--- config.mk ---
export PLATFORM = sky130hd
export DESIGN_NAME = awd_div
export DESIGN_NICKNAME = d
export VERILOG_FILES = /design/src/hw/rtl/awd_pkg.sv /design/src/hw/rtl/awd_div.sv
export SDC_FILE = /design/constraint.sdc
export NUM_CORES = 1
export LEC_CHECK = 0
export ABC_AREA = 1
export BUFFER_PORTS_ARGS = -buffer_cell sky130_fd_sc_hd__buf_2
export CELL_PAD_IN_SITES_DETAIL_PLACEMENT = 1
export CELL_PAD_IN_SITES_GLOBAL_PLACEMENT = 2
export CORE_ASPECT_RATIO = 0.5
export CORE_MARGIN = 2
export CORE_UTILIZATION = 30
export CTS_BUF_LIST = sky130_fd_sc_hd__clkbuf_8
export CTS_CLUSTER_SIZE = 30
export DETAILED_ROUTE_END_ITERATION = 8
export PLACE_DENSITY_LB_ADDON = 0.1
export SETUP_SLACK_MARGIN = 0.4
export SYNTH_ARGS = -nofsm -noshare
export SYNTH_HDL_FRONTEND = slang
export SYNTH_SLANG_ARGS = --single-unit
--- constraint.sdc ---
create_clock -name clk -period 3.9 [get_ports clk]
set_input_delay 1.17 -clock clk [delete_from_list [all_inputs] [get_ports clk]]
set_output_delay 1.17 -clock clk [all_outputs]
set_load 0.005 [all_outputs]
--- src/hw/rtl/awd_pkg.sv ---
// shared constants and payload types for the area weighted rgba downscaler
`timescale 1ns / 1ps

package awd_pkg;

    localparam int MAX_SRC_DIM    = 4096;
    localparam int MAX_DST_WIDTH  = 1024;
    localparam int MAX_DST_HEIGHT = 1024;
    localparam int NUM_CH         = 4;
    localparam int CFG_IDX_W      = 3;
    localparam int CFG_DATA_W     = 13;
    localparam int SRC_DIM_W      = 13;
    localparam int DST_DIM_W      = 11;
    localparam int QUOT_W         = 8;

    typedef enum logic [CFG_IDX_W-1:0] {
        CFG_SRC_WIDTH  = 3'd0,
        CFG_SRC_HEIGHT = 3'd1,
        CFG_DST_WIDTH  = 3'd2,
        CFG_DST_HEIGHT = 3'd3,
        CFG_BGRA_ORDER = 3'd4
    } cfg_idx_t;

    typedef struct packed {
        logic [7:0] px_byte0;
        logic [7:0] px_byte1;
        logic [7:0] px_byte2;
        logic [7:0] px_byte3;
    } px_t;

    typedef struct packed {
        logic [7:0] out_r;
        logic [7:0] out_g;
        logic [7:0] out_b;
        logic [7:0] out_a;
        logic [9:0] out_col;
        logic [9:0] out_row;
        logic       frame_end;
    } res_t;

endpackage

--- src/hw/rtl/awd_div.sv ---
// four-channel iterative divider by the frame area with result register
`timescale 1ns / 1ps

module awd_div #(
    parameter int MAX_SRC_DIM = awd_pkg::MAX_SRC_DIM
) (
    input  logic                                                    clk,
    input  logic                                                    rst_n,
    input  logic                                                    in_valid,
    output logic                                                    in_ready,
    input  logic [awd_pkg::NUM_CH-1:0][8+2*$clog2(MAX_SRC_DIM)-1:0] sum,
    input  logic [2*$clog2(MAX_SRC_DIM+1)-1:0]                      area,
    input  awd_pkg::res_t                                           meta,
    output logic                                                    res_valid,
    input  logic                                                    res_ready,
    output awd_pkg::res_t                                           res
);

    localparam int ACC_W = 8 + 2 * $clog2(MAX_SRC_DIM);
    localparam int NCH   = awd_pkg::NUM_CH;
    localparam int QW    = awd_pkg::QUOT_W;
    localparam int STW   = $clog2(QW);

    typedef enum logic [1:0] {
        D_IDLE,
        D_RUN,
        D_HOLD
    } state_t;

    state_t                       state_reg;
    logic [STW-1:0]               step_reg;
    logic [NCH-1:0][ACC_W-1:0]    rem_reg;
    logic [ACC_W-1:0]             dv_reg;
    logic [NCH-1:0][QW-1:0]       q_reg;
    awd_pkg::res_t                meta_reg;

    assign in_ready  = (state_reg == D_IDLE);
    assign res_valid = (state_reg == D_HOLD);

    always_comb
    begin
        res       = meta_reg;
        res.out_r = q_reg[0];
        res.out_g = q_reg[1];
        res.out_b = q_reg[2];
        res.out_a = q_reg[3];
    end

    always_ff @(posedge clk)
    begin
        if (in_ready && in_valid)
        begin
            rem_reg  <= sum;
            dv_reg   <= ACC_W'(area) << (QW - 1);
            q_reg    <= '0;
            meta_reg <= meta;
        end
        else if (state_reg == D_RUN)
        begin
            for (int c = 0; c < NCH; c++)
            begin
                if (rem_reg[c] >= dv_reg)
                begin
                    rem_reg[c] <= rem_reg[c] - dv_reg;
                    q_reg[c]   <= {q_reg[c][QW-2:0], 1'b1};
                end
                else
                begin
                    q_reg[c] <= {q_reg[c][QW-2:0], 1'b0};
                end
            end
            dv_reg <= dv_reg >> 1;
        end
    end

    always_ff @(posedge clk or negedge rst_n)
    begin
        if (!rst_n)
        begin
            state_reg <= D_IDLE;
            step_reg  <= '0;
        end
        else
        begin
            unique case (state_reg)
                D_IDLE:
                begin
                    if (in_valid)
                    begin
                        state_reg <= D_RUN;
                        step_reg  <= '1;
                    end
                end
                D_RUN:
                begin
                    step_reg <= step_reg - STW'(1);
                    if (step_reg == '0)
                    begin
                        state_reg <= D_HOLD;
                    end
                end
                D_HOLD:
                begin
                    if (res_ready)
                    begin
                        state_reg <= D_IDLE;
                    end
                end
                default:
                begin
                    state_reg <= D_IDLE;
                end
            endcase
        end
    end

endmodule

== Word level (Yosys, flattened, before mapping) ==
Cells that the tools add are included.

* Register bits: 218
* Output and inout port bits: 55
* Logic and storage cells: 62
* Input port bits: 211

* Equal/unequal tests: 5
* Add/sub/neg operators: 5
* $lt $le $gt $ge: 4
* Mux-type cells: 18
* Reduce and logical (&&, ||, !) cells: 15

{| class="wikitable"
|+ Operator list
! operator !! number
|-
| $mux W128 || 2
|-
| $mux W32 || 6
|-
| $ge A32 B32 Y1 || 4
|-
| $sub A32 B32 Y32 || 4
|-
| $reduce_bool A2 Y1 || 6
|-
| $reduce_and A2 Y1 || 5
|-
| $mux W2 || 3
|-
| $pmux W2 S3 || 1
|-
| $pmux W3 S2 || 1
|-
| $mux W1 || 4
|-
| $ne A2 B1 Y1 const B || 2
|-
| $logic_not A3 Y1 || 1
|-
| $mux W3 || 1
|-
| $reduce_and A3 Y1 || 1
|-
| $sub A3 B1 Y3 const B || 1
|-
| $eq A2 B1 Y1 const B || 1
|-
| $eq A2 B2 Y1 const B || 1
|-
| $logic_not A2 Y1 || 1
|-
| $ne A2 B2 Y1 const B || 1
|-
| $logic_and A1 B1 Y1 || 1
|}

== Longest topological paths before layout ==
Gate-level depths: netlist of the first run.

* Depth in word-level cells: 4
* Mapped depth: 16
* Depth with buffers taken out: 15

== Worst setup path before layout of the first run ==
No wires, ideal clock.

* Kind: reg-to-reg
* Start point: register dv_reg[1]
* End point: register rem_reg[100] (netlist bit), enable pin
* Data arrival time: 2,271 ps
* Library setup time: 478 ps
* Period minus slack after synthesis: 2,749 ps
* Cell stages (with the launch flop): 13
* Setup slack: 1,151 ps
* Data required time: 3,422 ps
* Buffers on the path: 0
* Path through: dfxtp_1 inv_1 fa_1 nand3_1 nand3_2 nand2_1 nand2_1 nand2_1 nand2_2 o21ai_1 nand2_1 nand2_1 nand2_1

* Cells in the longest elaborated chain, start to end: 3

{| class="wikitable"
|+ Ends and longest elaborated chain
! what !! RTL line !! RTL
|-
| from (decl) || awd_div.sv:33 || <nowiki>logic [ACC_W-1:0] dv_reg;</nowiki>
|-
| from (signal assigned) || awd_div.sv:54 || <nowiki>dv_reg <= ACC_W'(area) << (QW - 1);</nowiki>
|-
| from (signal assigned) || awd_div.sv:72 || <nowiki>dv_reg <= dv_reg >> 1;</nowiki>
|-
| $ge A32 B32 Y1 || awd_div.sv:62 || <nowiki>if (rem_reg[c] >= dv_reg)</nowiki>
|-
| $reduce_bool A2 Y1 (no source line) || - ||
|-
| $reduce_and A2 Y1 (no source line) || - ||
|-
| to (signal assigned) || awd_div.sv:53 || <nowiki>rem_reg <= sum;</nowiki>
|-
| to (signal, indexed assignment) || awd_div.sv:64 || <nowiki>rem_reg[c] <= rem_reg[c] - dv_reg;</nowiki>
|-
| to (decl) || awd_div.sv:32 || <nowiki>logic [NCH-1:0][ACC_W-1:0] rem_reg;</nowiki>
|}

Every way passes these cells.
A chain may end at the register's enable or synchronous reset.

== Worst setup path after layout of the first run ==
* Start point: register dv_reg[19]
* End point: register rem_reg[123] (netlist bit), enable pin

Same word-level chain as after synthesis.

==> results.py, run 1 <==
metrics = {
    "run_status": {
        "outcome": "finished, final reports clean",
    },
    "sta": {
        "slew_headroom": 0.5082,
        "clock_skew_ns": 0.04372,
        "max_freq_ghz": 0.3134,
        "setup_viol": 0,
        "rsz0062_at_grt": "false",
        "hold_viol": 0,
        "timing.final.crit_share": 0.8182,
        "min_period_ns": 3.191,
        "totalNegativeSetupSlack_ns": 0,
        "drv_slew": 0,
        "tightest_slew_ns": 0.7377,
    },
    "worst_setup_path": {
        "required_ns": 4.21,
        "endpoint_kind": "register",
        "cpPeakStageDelay_ns": 0.50,
        "cp-start-kind": "register",
        "slowest_stage": "inv_1",
        "crit_arrival_ns": 3.50,
        "critical-path-top-delay-family": "buffers and inverters",
        "worstPathCellList": "inv_1 -> ha_1 -> nand2_1 -> inv_1 -> a21oi_1 -> inv_1 -> a21oi_1 -> nor2_1 -> nor2_1 -> nand2_1 -> nand2_1 -> nand2_1 -> buf_4",
        "worst-path-buf-inv": 4,
        "worstPathMaxFanout": 32,
        "crit_top_cell": "nand2_1",
        "worst-setup-path-type": "register to register",
    },
    "clock_tree": {
        "clockRootBuffer": "clkbuf_8",
        "clock_path_buffers": 3,
        "cts_inserted_buffers": 41,
        "clk_latency_ns": 0.64,
        "cts_tree": "built",
        "hold_buffers": 0,
        "cts_max_level": 2,
        "cts_sinks": 218,
        "path_clk_slew_ns": 0.07,
        "post_cts.repair.setup_buffers": 0,
        "post_cts_resized": 0,
    },
    "global_routing": {
        "grt_max_degree": 99,
        "grt_pass1_wl_mm": 107.1,
        "grt_pass1_vias": 18560,
        "antenna_found_initial": 5,
        "grt_use_total": 0.2212,
        "grt-ovfl-total": 0,
    },
    "synthesis": {
        "synth_seq_area_share": 0.3332,
        "synth-edff-count": 174,
        "syn_area_um2": 18400,
        "syn_nets": 3211,
        "ys_async_sr_fraction": 0.02294,
        "netlist_instances": 2866,
        "yosysTopAreaCell": "edfxtp_1",
        "synth_area_per_cell_um2": 6.419,
        "synthFlopType": "edfxtp_1",
        "synth_top_area_share": 0.2840,
        "yosysUniqueCellTypes": 36,
        "ys_ff_latch": 218,
        "ys_warn_count": 0,
        "yosys-top-cells-area": "edfxtp_1 (28%), nand2_1 (24%), inv_1 (10%)",
    },
    "layout": {
        "final_cell_mix": "nand2_1 (1171), inv_1 (511), buf_2 (232), nor2_1 (220), nand3_1 (188)",
        "final_common_cell": "nand2_1",
        "drive_above_1_share": 0.1244,
        "syn2layout_area_growth_pct": 16.28,
        "largest_reg_flops": 128,
        "fin_nets": 3463,
    },
    "placed_design": {
        "hpwl_mm": 55.10,
        "gp_congestion": 0.8552,
        "port-buffer-count": 232,
    },
    "floorplan": {
        "ioPinCount": 266,
        "core_um2": 60860,
        "start_util": 0.3023,
        "dieArea_um2": 63440,
        "die_h_um": 179.1,
        "die_x_um": 354.2,
        "rows": 64,
    },
    "route": {
        "met3_length_mm": 3.063,
        "highest_layer": "met5",
        "vias_per_cell": 4.577,
        "dr.pass1.iters": 5,
        "post_drt_wl_per_cell_um": 17.58,
        "drcViolationCount": 0,
        "wirelength_met1_mm": 34.08,
        "routed_wirelength_mm": 69.91,
        "antenna_left": 0,
        "met2WireLength_mm": 31.78,
        "drt-initial-drc-count": 975,
        "num_vias": 18200,
    },
    "job": {
        "maxCapViolCount": 0,
    },
    "hold_path": {
        "holdCritPathClass": "input pin to asynchronous set/reset pin",
    },
}
## Yosys cell counts, types with 19 or more instances
| cell type | n |
|---|---|
| nand3_1 | 188 |
| edfxtp_1 | 174 |
| nand2_1 | 1172 |
| buf_2 | 26 |
| inv_1 | 499 |
| o21ai_0 | 77 |
| ha_1 | 130 |
| nor2_1 | 220 |
| or2_2 | 19 |
| nand3b_1 | 23 |
| o21ai_1 | 29 |
| a21oi_1 | 102 |
| nand2_2 | 37 |
| dfxtp_1 | 39 |
## routing by layer
| layer | GRT usage | up-vias |
|---|---|---|
| met2 | 0.3780 | 227 |
| met3 | 0.04397 | 71 |
| li1 | - | 9458 |
| met1 | 0.2941 | 8436 |
| met4 | 0.03407 | 6 |
| met5 | 0 | - |
## cell type report
cell class              instances  area (um^2)
clock inverters                27        117.6
diodes                          1        2.502
fillers                      8044        39470
inverters                     504         1897
clock buffers                  48        660.6
multi-input cells            2098        10160
repair buffers                255         1396
flip-flops and latches        218         6131
well taps                     825         1032
## metrics by stage
stage               instances  setup WS [ns]  hold slack, ns  instance area, um^2    util
floorplan                2866          1.151          0.4593                18400       -
global placement         3900         0.8162          0.4639                20610  0.3387
detailed placement       3900         0.7655          0.4637                20610  0.3387
CTS                      3975         0.7325          0.2940                21390  0.3515
global route             3975         0.4381          0.3216                21390  0.3515
finish                   3976         0.7092          0.3580                21390  0.3515
## kinds of logic after synthesis
group / share of synthesized area
AO/OA/AOI/OAI: 0.06454
XOR/XNOR: 0.009045
adder cells (fa/ha/maj): 0.09276
buffers and inverters: 0.1154
flip-flops: 0.3332
AND/OR/NAND/NOR: 0.3850
## path summary, 6_finish.rpt
path                            startpoint           end  slack, ns  cells past startpoint
max in group asynchronous            rst_n   step_reg[2]       3.40                      1
worst min-delay path                 rst_n  state_reg[1]       0.36                      1
worst max register to register  dv_reg[19]  rem_reg[123]       0.71                     13
worst max-delay path            dv_reg[19]  rem_reg[123]       0.71                     13
min in group clk                   res[21]       res[21]       0.47                      2
worst min register to register     res[21]       res[21]       0.47                      2
Power of run 1 is not shown: default switching activity piles up to over one toggle a cycle in this logic, so the estimate is an artifact.
==> run 2: changes to the inputs <==
ABC_AREA = 0   (was 1)
clock period = 3 ns   (was 3.9 ns; I/O delays follow)
==> results.py, run 2 <==
metrics = {
    "layout": {
        "final_area_um2": 23040,
        "final_cell_mix": "buf_4 (270), buf_2 (232), nand2_1 (221), a21oi_1 (183), edfxtp_1 (174)",
        "fillers": 5842,
        "seqCellArea_um2": 6145,
        "largest_reg_flops": 128,
        "final_common_cell": "buf_4",
        "fin_nets": 2641,
        "syn2layout_area_growth_pct": 48.59,
        "drive_above_1_share": 0.3888,
        "multi_input_area_um2": 10590,
    },
    "sta": {
        "totalNegativeSetupSlack_ns": -1.457,
        "setup_viol": 49,
        "tightest_slew_ns": 0.9218,
        "timing.final.crit_share": 1.023,
        "hold_viol": 0,
        "clock_skew_ns": 0.03739,
        "drv_slew": 0,
        "slew_headroom": 0.3848,
        "rsz0062_at_grt": "true",
        "max_freq_ghz": 0.3259,
        "min_period_ns": 3.068,
        "worst_slack_ns": -0.06840,
    },
    "synthesis": {
        "yosysTopAreaCell": "edfxtp_1",
        "synth_area_per_cell_um2": 8.799,
        "yosysMostFrequentCell": "nand2_1",
        "ys_ff_latch": 218,
        "synth_seq_area_share": 0.3954,
        "netlist_instances": 1762,
        "synth-edff-count": 174,
        "yosys-top-cells-area": "edfxtp_1 (34%), ha_1 (10%), a21oi_1 (6.9%)",
        "ys_warn_count": 0,
        "synth_commonest_cells": "nand2_1 (231), a21oi_1 (213), edfxtp_1 (174)",
        "ys_async_sr_fraction": 0.02294,
        "syn_area_um2": 15500,
        "synth_top_area_share": 0.3370,
        "synthFlopType": "edfxtp_1",
        "syn_nets": 2107,
        "yosysUniqueCellTypes": 80,
    },
    "worst_setup_path": {
        "worstPathMaxFanout": 22,
        "crit_top_cell": "inv_2",
        "crit_arrival_ns": 3.38,
        "cp-start-kind": "register",
        "cpPeakStageDelay_ns": 0.41,
        "required_ns": 3.31,
        "endpoint_kind": "register",
        "timing.rr.start": "rem_reg[96]",
        "crit_start": "rem_reg[96]",
        "worst-setup-path-type": "register to register",
        "worst-path-buf-inv": 3,
        "critical-path-top-delay-family": "compound AO/OA/AOI/OAI gates",
        "worstPathCellList": "inv_2 -> ha_4 -> inv_2 -> fa_2 -> a211oi_4 -> o21ai_2 -> a211oi_2 -> nor2_2 -> a31oi_2 -> o211ai_1 -> a21oi_2 -> o21ai_4 -> buf_12",
        "slowest_stage": "fa_2",
    },
    "route": {
        "dr.pass1.iters": 5,
        "drcViolationCount": 0,
        "antenna_left": 0,
        "drt-initial-drc-count": 840,
        "num_vias": 15440,
        "post_drt_wl_per_cell_um": 20.48,
        "vias_per_cell": 5.120,
        "routed_wirelength_mm": 61.76,
    },
    "clock_tree": {
        "cts_inserted_buffers": 39,
        "cts_max_level": 2,
        "cts_tree": "built",
        "path_clk_slew_ns": 0.07,
        "clock_path_buffers": 3,
        "clockRootBuffer": "clkbuf_8",
        "cts_sinks": 218,
        "clk_latency_ns": 0.60,
    },
    "job": {
        "maxCapViolCount": 0,
    },
    "global_routing": {
        "antenna_found_initial": 1,
        "grt_pass1_vias": 15720,
        "grt_max_degree": 142,
        "grt_pass1_wl_mm": 92.31,
        "grt-ovfl-total": 0,
        "grt_use_total": 0.2253,
    },
    "floorplan": {
        "die_h_um": 164.7,
        "start_util": 0.3061,
        "core_um2": 50650,
        "die_x_um": 325.5,
        "ioPinCount": 266,
        "dieArea_um2": 53620,
        "rows": 58,
    },
    "placed_design": {
        "gp_congestion": 0.8550,
        "port-buffer-count": 232,
        "hpwl_mm": 44.42,
        "placed_area_um2": 19600,
    },
    "hold_path": {
        "holdCritPathClass": "input pin to asynchronous set/reset pin",
    },
    "run_status": {
        "violations": "setup timing",
        "outcome": "finished, violations left",
    },
}
## run 2: cell count changes after synthesis, sizes merged, moves of 23 or more
cell / previous run / this run
nand2: 1212 / 231
inv: 504 / 67
nand3: 194 / 45
a21oi: 102 / 215
nor2: 229 / 162
a21o: 3 / 65
clkbuf: 14 / 73
xor2: 3 / 51
o21ai: 106 / 141
xnor2: 16 / 41
or2: 25 / 2
## run 2: cell families after synthesis
| group | count (synthesis) | synth area share |
|---|---|---|
| flops | 218 | 0.3954 |
| compound gates | 584 | 0.2342 |
| mux | 3 | 0.002018 |
| xor+xnor | 92 | 0.05197 |
| simple gates | 580 | 0.1694 |
| buf+inv | 151 | 0.03688 |
| fa+ha+maj | 134 | 0.1101 |
## run 2: cell type report
cell class                 instances  area share
timing repair buffer             573      0.1869
multi-input combinational       1396      0.4598
clock buffer                      45     0.02688
antenna                            1   0.0001086
tap                              690     0.03748
sequential                       218      0.2667
clock inverter                    25    0.009233
inverter                          68     0.01287
## run 2: worst paths after layout
path / slack, ns / endpoint / cells after the start
setup / recovery: -0.07 / rem_reg[106] / 13
hold / removal: 0.13 / state_reg[1] / 1
setup reg to reg: -0.07 / rem_reg[106] / 13
hold reg to reg: 0.45 / res[44] / 2
max in group asynchronous: 2.74 / step_reg[2] / 1
min in group clk: 0.45 / res[44] / 2
## run 2: timing repair
action                                  4_1_cts  5_1_grt
cloned                                        8        1
hold buffers                                  0        0
pin swaps                                    91       79
endpoints found under the setup margin      220      216
gates resized for setup                     219      155
buffers inserted                             42       32
## run 2: metrics by stage
step / utilization / cells / hold slack, ns / setup slack (ns)
3_5_place_dp: 0.3870 / 2862 / 0.4451 / -0.1974
6_report: 0.4548 / 3016 / 0.1284 / -0.06840
4_1_cts: 0.4357 / 2982 / 0.08854 / -0.05228
2_1_floorplan: - / 1762 / 0.4347 / 0.2522
5_1_grt: 0.4547 / 3015 / 0.09603 / -0.1825
3_3_place_gp: 0.3870 / 2862 / 0.4394 / -0.2069
## run 2: layer usage
layer / wire, um / track usage / vias to the layer above
met5: 0 / 0 / -
met1: 30450 / 0.3185 / 7549
met4: 975 / 0.04587 / 0
met2: 28040 / 0.3684 / 274
met3: 2299 / 0.03135 / 67
li1: - / - / 7551
Power of run 2 is left out for the same reason.
==> run 3: changes to the inputs <==
CTS_BUF_LIST = unset   (was sky130_fd_sc_hd__clkbuf_8)
PLACE_DENSITY_LB_ADDON = 0.15   (was 0.1)
==> results.py, run 3 (synthesized netlist as in run 2, its figures left out) <==
metrics = {
    "sta": {
        "tightest_slew_ns": 0.8741,
        "max_freq_ghz": 0.3309,
        "rsz0062_at_grt": "true",
        "min_period_ns": 3.022,
        "whs_ns": 0.1387,
        "drv_slew": 0,
        "timing.final.crit_share": 1.007,
        "slew_headroom": 0.4166,
        "worst_slack_ns": -0.02179,
        "setup_viol": 13,
        "hold_viol": 0,
        "clock_skew_ns": 0.01408,
    },
    "worst_setup_path": {
        "crit_arrival_ns": 3.45,
        "reg2reg_depth": 11,
        "worstPathMaxFanout": 5,
        "worst-setup-path-type": "register to register",
        "endpoint_kind": "register",
        "crit_start": "dv_reg[0]",
        "timing.rr.start": "dv_reg[0]",
        "cp-start-kind": "register",
        "required_ns": 3.43,
    },
    "clock_tree": {
        "cts_tree": "built",
        "path_clk_slew_ns": 0.07,
        "clockRootBuffer": "clkbuf_16",
        "clk_latency_ns": 0.57,
        "cts_max_level": 1,
        "hold_buffers": 0,
        "cts_inserted_buffers": 25,
        "cts_sinks": 218,
        "clock_path_buffers": 3,
    },
    "layout": {
        "final_cell_mix": "buf_4 (264), buf_2 (232), nand2_1 (221), edfxtp_1 (174), a21oi_1 (170)",
        "final_area_um2": 23680,
        "largest_reg_flops": 128,
        "final_cells": 3017,
        "drive_above_1_share": 0.4034,
        "fillers": 5789,
        "fin_nets": 2651,
        "final_common_cell": "buf_4",
        "syn2layout_area_growth_pct": 52.74,
    },
    "route": {
        "dr.pass1.iters": 5,
        "antenna_left": 0,
        "vias_per_cell": 5.157,
        "drt-initial-drc-count": 706,
        "routed_wirelength_mm": 62.23,
        "drcViolationCount": 0,
        "post_drt_wl_per_cell_um": 20.63,
        "num_vias": 15560,
    },
    "placed_design": {
        "port-buffer-count": 232,
        "place_inst": 2863,
        "gp_congestion": 0.8575,
        "hpwl_mm": 44.59,
        "placed_area_um2": 19650,
    },
    "floorplan": {
        "ioPinCount": 266,
        "core_um2": 50650,
        "die_h_um": 164.7,
        "die_x_um": 325.5,
        "dieArea_um2": 53620,
        "rows": 58,
        "start_util": 0.3061,
    },
    "global_routing": {
        "grt_pass1_vias": 15890,
        "grt_max_degree": 104,
        "antenna_found_initial": 1,
        "grt_use_total": 0.2249,
        "grt-ovfl-total": 0,
        "grt_pass1_wl_mm": 92.71,
    },
    "hold_path": {
        "holdCritPathClass": "input pin to asynchronous set/reset pin",
    },
    "run_status": {
        "violations": "setup timing",
        "outcome": "finished, violations left",
    },
    "job": {
        "maxCapViolCount": 0,
    },
}
run 3: changes by cell type in the layout (fill, tap and decap cells not counted), sizes merged:
cell and change:
clkbuf -17, inv -10, clkinvlp -1, clkinv +2, diode +1, buf +24
bufinv +2
run 3: stage by stage:
step                      TNS, ns  setup slack [ns]  utilization
after detailed placement   -15.76           -0.2264       0.3879
final                     -0.1589          -0.02179       0.4675
after global placement     -7.591           -0.1956       0.3879
after CTS                 -0.2680          -0.01539       0.4418
after global routing       -8.381           -0.1095       0.4674
after floorplan                 0            0.2522            -
run 3: timing repair:
action	in CTS	in global routing
cloned	6	1
pin swaps	125	142
endpoints found under the setup margin	219	217
gates resized for setup	282	181
setup buffers	55	44
run 3: area by class of cell:
cell class                      count  area [um^2]  area share
Inverter                           68        287.8     0.01215
Multi-Input combinational cell   1396        10930      0.4615
Timing Repair Buffer              597         4569      0.1930
Sequential cell                   218         6147      0.2596
Clock inverter                     18        241.5     0.01020
Tap cell                          690        863.3     0.03646
Clock buffer                       28        636.9     0.02689
Antenna cell                        2        5.005   0.0002113
run 3: final timing paths:
path / end / slack, ns
setup / recovery: rem_reg[62] / -0.02
hold / removal: state_reg[0] / 0.14
setup reg to reg: rem_reg[62] / -0.02
hold reg to reg: res[52] / 0.45
max in group asynchronous: step_reg[2] / 2.72
min in group clk: res[52] / 0.45
run 3: worst max-delay path, cell delays in order (launching register included):
cell and delay [ns]:
dfxtp_4 0.40, ha_4 0.18, fa_2 0.35, nand2b_4 0.17, a21oi_4 0.18, nor3_4 0.08, buf_6 0.12, o32a_4 0.35
o31ai_4 0.34, a221oi_2 0.13, or4b_1 0.50, nand3_1 0.09
run 3: per-layer routing:
metal  global-route usage  wire length, um
met1               0.3089            29530
met2               0.3796            28820
met3              0.02798             2319
met4              0.05048             1558
met5                    0                0
Power of run 3 is left out for the same reason.
